--- src/rtl/core/ial_pkg.sv ---
// Package for the indexed array list: request codes, field widths and cell control.
package ial_pkg;

    localparam int DEPTH_DEF = 64;

    // field widths
    localparam int REQ_W     = 3;
    localparam int IDX_W     = 7;
    localparam int VAL_W     = 32;
    localparam int FOUND_W   = 6;
    localparam int CNT_OUT_W = 7;

    // stream widths
    localparam int S_TDATA_W = 40;  // index, value
    localparam int S_TUSER_W = 3;   // req_type
    localparam int M_TDATA_W = 48;  // ok, found_index, read_value, count, empty_res

    // request codes
    localparam logic [REQ_W-1:0] REQ_INSERT  = 3'd0;
    localparam logic [REQ_W-1:0] REQ_DEL_AT  = 3'd1;
    localparam logic [REQ_W-1:0] REQ_DEL_VAL = 3'd2;
    localparam logic [REQ_W-1:0] REQ_SEARCH  = 3'd3;
    localparam logic [REQ_W-1:0] REQ_GET     = 3'd4;
    localparam logic [REQ_W-1:0] REQ_CLEAR   = 3'd5;

    // shift operation applied across the cell row
    typedef logic [1:0] shift_t;
    localparam shift_t SH_NONE = 2'd0;
    localparam shift_t SH_UP   = 2'd1;  // open a slot at pos, take value there
    localparam shift_t SH_DOWN = 2'd2;  // close the slot at pos

    typedef struct packed {
        logic              cmp_en;   // register match and read word this cycle
        shift_t            shift_op;
        logic [VAL_W-1:0]  value;    // key for compare, word for insert
    } ial_ctrl_t;

endpackage

--- src/rtl/core/ial_cell.sv ---
// One storage cell of the list: holds a word, compares it and shifts with its neighbours.
module ial_cell #(
    parameter int PW       = 7,
    parameter int CELL_IDX = 0
) (
    input  logic                        aclk,
    input  ial_pkg::ial_ctrl_t          ctrl,
    input  logic [PW-1:0]               start,
    input  logic [PW-1:0]               count,
    input  logic [PW-1:0]               pos,
    input  logic [ial_pkg::VAL_W-1:0]   left_word,
    input  logic [ial_pkg::VAL_W-1:0]   right_word,
    output logic [ial_pkg::VAL_W-1:0]   word,
    output logic                        match,
    output logic [ial_pkg::VAL_W-1:0]   rd_word
);

    localparam logic [PW-1:0] MY_POS = PW'(CELL_IDX);

    logic [ial_pkg::VAL_W-1:0] word_reg, word_next;
    logic                      match_reg, match_next;
    logic [ial_pkg::VAL_W-1:0] rdw_reg, rdw_next;

    always_comb begin
        word_next  = word_reg;
        match_next = match_reg;
        rdw_next   = rdw_reg;
        if (ctrl.cmp_en) begin
            match_next = (word_reg == ctrl.value) && (MY_POS >= start) && (MY_POS < count);
            rdw_next   = (MY_POS == start) ? word_reg : '0;
        end
        case (ctrl.shift_op)
            ial_pkg::SH_UP: begin
                if (MY_POS > pos) begin
                    word_next = left_word;
                end else if (MY_POS == pos) begin
                    word_next = ctrl.value;
                end
            end
            ial_pkg::SH_DOWN: begin
                if (MY_POS >= pos) begin
                    word_next = right_word;
                end
            end
            default: begin
            end
        endcase
    end

    always_ff @(posedge aclk) begin
        word_reg  <= word_next;
        match_reg <= match_next;
        rdw_reg   <= rdw_next;
    end

    assign word    = word_reg;
    assign match   = match_reg;
    assign rd_word = rdw_reg;

endmodule

--- config.mk ---
export PLATFORM = sky130hd
export DESIGN_NAME = ial_cell
export DESIGN_NICKNAME = d
export VERILOG_FILES = /design/src/rtl/core/ial_pkg.sv /design/src/rtl/core/ial_cell.sv
export SDC_FILE = /design/constraint.sdc
export NUM_CORES = 1
export LEC_CHECK = 0
export ABC_AREA = 1
export BUFFER_PORTS_ARGS = -buffer_cell sky130_fd_sc_hd__clkbuf_2
export CAP_MARGIN = 20
export CELL_PAD_IN_SITES_DETAIL_PLACEMENT = 2
export CELL_PAD_IN_SITES_GLOBAL_PLACEMENT = 2
export CORE_MARGIN = 2
export CORE_UTILIZATION = 24
export CTS_CLUSTER_SIZE = 14
export DETAILED_ROUTE_END_ITERATION = 7
export PLACE_DENSITY_LB_ADDON = 0.1
export RECOVER_POWER = 25
export SLEW_MARGIN = 20
export SYNTH_ARGS = -nofsm -noshare
export SYNTH_HDL_FRONTEND = slang
export SYNTH_SLANG_ARGS = --single-unit
--- constraint.sdc ---
create_clock -name aclk -period 3.2 [get_ports aclk]
set_input_delay 0.64 -clock aclk [delete_from_list [all_inputs] [get_ports aclk]]
set_output_delay 0.64 -clock aclk [all_outputs]
set_load 0.01 [all_outputs]
==> results of run 1 <==
[synthesized netlist by cell type, drive strengths merged]
cell type	instances	area (µm²)
a21oi	1	5.00
xnor2	11	96.3
nand2	123	462
nor3	2	10.0
nand3	3	15.0
buf	9	63.8
o21ai	24	120
nor2	56	213
ha	2	25.0
clkbuf	1	3.75
nor4	1	6.26
edfxtp	65	1950
inv	61	229
xor2	1	8.76
[routing by layer]
layer  vias up  wire [µm]
li1       1430          -
met1      1412       4330
met2        94       5310
met3        12        700
met4         0        198
met5         -          0
[tightest hold or removal path, stage by stage]
cell and delay (ns):
clkbuf_2 0.07, nand2_1 0.04, nand2_1 0.05
[stage by stage]
stage                     setup WS, ns  util (%)
after global routing             0.757      34.2
final                            0.913      34.2
after floorplan                  0.292         -
after global placement            1.11      31.7
after CTS                         1.45      34.4
after detailed placement          1.09      31.7
[worst paths after layout]
check	from	endpoint	slack [ns]	cells after the start
max reg2reg	word[1]	match	1.97	7
max	ctrl[34]	rd_word[14]	0.91	1
min	right_word[8]	word[8]	0.57	3
min reg2reg	word[16]	rd_word[16]	0.63	2
[logic make-up after synthesis]
logic type      synth area share (%)
simple gates                    22.0
compound gates                  3.90
fa+ha+maj                      0.780
flops                           60.8
xor+xnor                        3.27
buf+inv                         9.24
[area by class of cell]
| cell class | instances | area [µm²] | area share [%] |
|---|---|---|---|
| tap | 176 | 220 | 4.91 |
| inverter | 61 | 229 | 5.10 |
| multi-input combinational | 224 | 966 | 21.5 |
| timing repair buffer | 156 | 761 | 17.0 |
| clock buffer | 10 | 229 | 5.10 |
| sequential | 65 | 1950 | 43.5 |
| clock inverter | 6 | 130 | 2.90 |
[power breakdown]
group | internal (mW) | switching [mW] | total [mW] | leakage (nW)
sequential | 1.02 | 0.0485 | 1.06 | 0.652
combinational | 0.139 | 0.211 | 0.350 | 1.41
clock | 0.837 | 0.381 | 1.22 | 0.176
total | 1.99 | 0.640 | 2.63 | 2.24
==> impl_metrics.csv, run 1 <==
group,metric,value,unit
logic_synthesis,synth_cells,360,
logic_synthesis,synth_seq_cells,65,
placement,dpl_cell_area,4160,µm²
timing,drv_slew,34,
routing,first_pass_iters,4,
critical_path,cp.required,3.11,ns
timing,max_freq,437,MHz
worst_hold_path,hp-class,"in2reg",
cells_and_area,final_cell_mix,"clkbuf_2, nand2_1, edfxtp_1",
logic_synthesis,seq_area_frac_synth,60.8,%
global_routing,grt_use_met1,17.9,%
critical_path,critPathMaxStageDelay,1.52,ns
global_routing,overflow,0,
logic_synthesis,netlist_area,3210,µm²
routing,first_iter_violations,109,
routing,wl_per_cell,15.1,µm
cells_and_area,fin_nets,640,
power,vdd_drop_max,0.000192,V
power,totalPowerFinal,2.63,mW
timing,skew,0.00328,ns
logic_synthesis,syn_nets,483,
floorplan,row_count,42,
floorplan,start_util,24.4,%
flow_run,drv_cap,1,
routing,finalWirelength,10.5,mm
global_routing,antenna_found_initial,0,
placement,routabilityCongestion,0.720,
critical_path,cpMaxStageDelayCell,"clkbuf_1",
floorplan,die_x,120,µm
global_routing,grt_pass1_vias,3302,
placement,io_buffers,153,
critical_path,cp.arrival,2.20,ns
cells_and_area,nFillCells,1560,
routing,vias,2948,
clock_network,cts_max_level,3,
critical_path,cp_max_fo,33,
clock_network,clock_latency,0.34,ns
logic_synthesis,avgSynthCellArea,8.91,µm²
run_status,outcome,"finished with violations",
run_status,violations,"capacitance limit, slew limit",
global_routing,grtUsageTotal,15.6,%
timing,hold_viol,0,
timing,period_minus_slack,2.29,ns
clock_network,tritoncts,"done",
timing,finalCritPeriodShare,71.5,%
cells_and_area,layout.cells.most_common,"clkbuf_2",
critical_path,critPathLaunchType,"input pin",
timing,grt_setup_unrepaired,"no",
clock_network,cts_hold_buf,0,
floorplan,die-height,120,µm
routing,drc,0,
placement,hpwl,7.68,mm
timing,setup_violations,0,
cells_and_area,drive_gt1_share,29.1,%
clock_network,ctsResizeCount,0,
global_routing,grt-busiest-layer,"met2",
cells_and_area,final_cell_area,4490,µm²
timing,hold_slack,0.572,ns
timing,tightest_slew,2.19,ns
timing,relSlewSlack,-45.7,%
global_routing,grt_max_degree,34,
power,leakagePower,2.24,nW
power,power-per-cell-area,587,nW/µm²
critical_path,critical_path.cell_chain,"clkbuf_1",
global_routing,met3_usage,4.18,%
cells_and_area,n_antenna_cell,0,
clock_network,cts.reportedPaths.clkPinSlew,0.06,ns
critical_path,critPathKind,"in2reg",
logic_synthesis,synth_warnings,0,
routing,viasPerCell,4.22,
clock_network,cts_setup_buffers,0,
floorplan,pin_count,186,
clock_network,clkSinkCount,65,
floorplan,die_area,14300,µm²
cells_and_area,fin_cells,698,
clock_network,cts-root-buf,"clkbuf_16",
critical_path,crit_buf_inv,1,
clock_network,clk_path_buf_depth,2,
clock_network,cts-buffers-inserted,9,
global_routing,met2_usage,27.3,%
floorplan,core,13100,µm²
critical_path,critical_path.endpoint_type,"flip-flop",
critical_path,cpLargestDelayFamily,"buffers and inverters",
global_routing,grt_pass1_wl,17.0,mm
timing,tns,0,ns
cells_and_area,area_growth,39.8,%
routing,ant_nets,0,
logic_synthesis,synth.distinct_cells,17,
placement,placed_cells,682,
No activity file was read; power rests on OpenSTA's default activity.
==> run 2, diff against run 1 <==
==> constraint.sdc (replaced) <==
create_clock -name aclk -period 2.3 [get_ports aclk]
set_input_delay 0.46 -clock aclk [delete_from_list [all_inputs] [get_ports aclk]]
set_output_delay 0.46 -clock aclk [all_outputs]
set_load 0.01 [all_outputs]
==> run 2 against run 1 <==
Net effect:
- the flow now finishes without violations
- non-clock buffer count increased by 3
- via count decreased by 0.88%
- sequential power is 40% higher
- sequential share of layout area rose by 0.22 points
- final cell count rose by 0.43%
- highest routed layer unchanged
==> impl_metrics.csv, run 2 (same netlist as run 1, synthesis figures left out) <==
group,metric,value,unit
cells_and_area,area_growth,39.1,%
clock_network,ctsResizeCount,0,
power,leakagePower,2.28,nW
timing,drv_slew,0,
critical_path,r2r_cells,7,
global_routing,grt_pass1_vias,3241,
routing,finalWirelength,10.4,mm
floorplan,row_count,42,
clock_network,clkSinkCount,65,
placement,pre_cts_ws,0.543,ns
routing,viasPerCell,4.17,
timing,worst_slack,0.741,ns
clock_network,cts-buffers-inserted,9,
global_routing,grtUsageTotal,15.3,%
timing,hold_viol,0,
floorplan,die_area,14300,µm²
floorplan,start_util,24.4,%
power,power-per-cell-area,738,nW/µm²
routing,vias,2922,
floorplan,die_x,120,µm
critical_path,crit_buf_inv,2,
critical_path,critical_path.cell_chain,"clkbuf_1 -> buf_12",
cells_and_area,drive_gt1_share,32.2,%
critical_path,rrSetupSlack,1.07,ns
routing,first_iter_violations,84,
cells_and_area,nFillCells,1551,
clock_network,clk_path_buf_depth,2,
critical_path,critPathLaunchType,"input pin",
power,vdd_drop_max,0.000237,V
routing,drc,0,
timing,setup_violations,0,
critical_path,critPathMaxStageDelay,0.84,ns
timing,max_freq,642,MHz
timing,grt_setup_unrepaired,"no",
routing,first_pass_iters,4,
critical_path,cpMaxStageDelayCell,"clkbuf_1",
cells_and_area,n_antenna_cell,0,
routing,ant_nets,0,
placement,hpwl,8.01,mm
clock_network,cts.reportedPaths.clkPinSlew,0.05,ns
critical_path,crit_cells,2,
critical_path,timing.rr.start,"word[6]",
flow_run,drv_cap,0,
global_routing,grt_pass1_wl,16.6,mm
clock_network,cts-root-buf,"clkbuf_16",
cells_and_area,final_cell_area,4460,µm²
global_routing,antenna_found_initial,0,
power,totalPowerFinal,3.29,mW
critical_path,cpLargestDelayFamily,"buffers and inverters",
global_routing,grt_max_degree,33,
critical_path,critPathLaunch,"ctrl[34]",
critical_path,reg2reg_to,"match",
placement,io_buffers,153,
critical_path,cp.arrival,1.59,ns
placement,routabilityCongestion,0.733,
placement,dpl_cell_area,4200,µm²
timing,period_minus_slack,1.56,ns
run_status,outcome,"completed",
critical_path,critPathKind,"in2reg",
floorplan,die-height,120,µm
critical_path,critical_path.endpoint_type,"flip-flop",
clock_network,cts_hold_buf,0,
cells_and_area,final_cell_mix,"clkbuf_2, nand2_1, edfxtp_1",
clock_network,clock_latency,0.33,ns
clock_network,cts_max_level,3,
timing,skew,0.00707,ns
floorplan,pin_count,186,
critical_path,cp.required,2.33,ns
timing,finalCritPeriodShare,67.8,%
timing,tns,0,ns
critical_path,worstSetupEndpoint,"rd_word[0]",
critical_path,cp_max_fo,18,
worst_hold_path,hp-class,"in2reg",
clock_network,cts_setup_buffers,0,
cells_and_area,fin_nets,643,
timing,tightest_slew,1.18,ns
global_routing,overflow,0,
floorplan,core,13100,µm²
routing,wl_per_cell,14.8,µm
timing,relSlewSlack,21.3,%
cells_and_area,layout.cells.most_common,"clkbuf_2",
clock_network,tritoncts,"done",
## run 2: worst min path at each step
stage | start | endpoint | slack, ns | cells after the start
2_1_floorplan | ctrl[34] | match | 0.57 | 0
3_3_place_gp | word[25] | rd_word[25] | 0.60 | 2
3_5_place_dp | word[29] | rd_word[29] | 0.62 | 2
4_1_cts | right_word[8] | word[8] | 0.39 | 3
5_1_grt | right_word[29] | word[29] | 0.41 | 3
6_report | right_word[8] | word[8] | 0.40 | 3
## run 2: final cells by class
class,count,area (µm²),share of cell area (%)
Inverter,61,229,5.13
Multi-Input combinational cell,224,966,21.6
Clock inverter,5,46.3,1.04
Tap cell,176,220,4.93
Clock buffer,11,233,5.21
Sequential cell,65,1950,43.7
Timing Repair Buffer,159,818,18.3
## run 2: worst register-to-register path: stages (launching register included)
cell,delay (ns)
edfxtp_1,0.44
nand2_1,0.11
nand2_1,0.06
nor2_1,0.10
nand2_1,0.08
nor2_1,0.11
nand3_1,0.10
nor2_1,0.10
## run 2: where the power goes
group / switching, mW / internal, mW / total, mW
Combinational: 0.292 / 0.202 / 0.494
Sequential: 0.0669 / 1.41 / 1.48
Clock: 0.494 / 0.826 / 1.32
## run 2: per-layer routing
metal | up-vias | GRT usage [%] | share of wire, %
li1 | 1436 | - | -
met1 | 1378 | 17.5 | 41
met2 | 96 | 26.6 | 50
met3 | 12 | 4.99 | 7.3
met4 | 0 | 5.96 | 1.6
met5 | - | 0 | 0
## run 2: per-stage QoR
| step | hold slack, ns | util [%] | cells |
|---|---|---|---|
| 2_1_floorplan | 0.572 | - | 360 |
| 3_3_place_gp | 0.600 | 31.9 | 685 |
| 3_5_place_dp | 0.621 | 31.9 | 685 |
| 4_1_cts | 0.390 | 34.1 | 701 |
| 5_1_grt | 0.408 | 34.0 | 701 |
| 6_report | 0.403 | 34.0 | 701 |
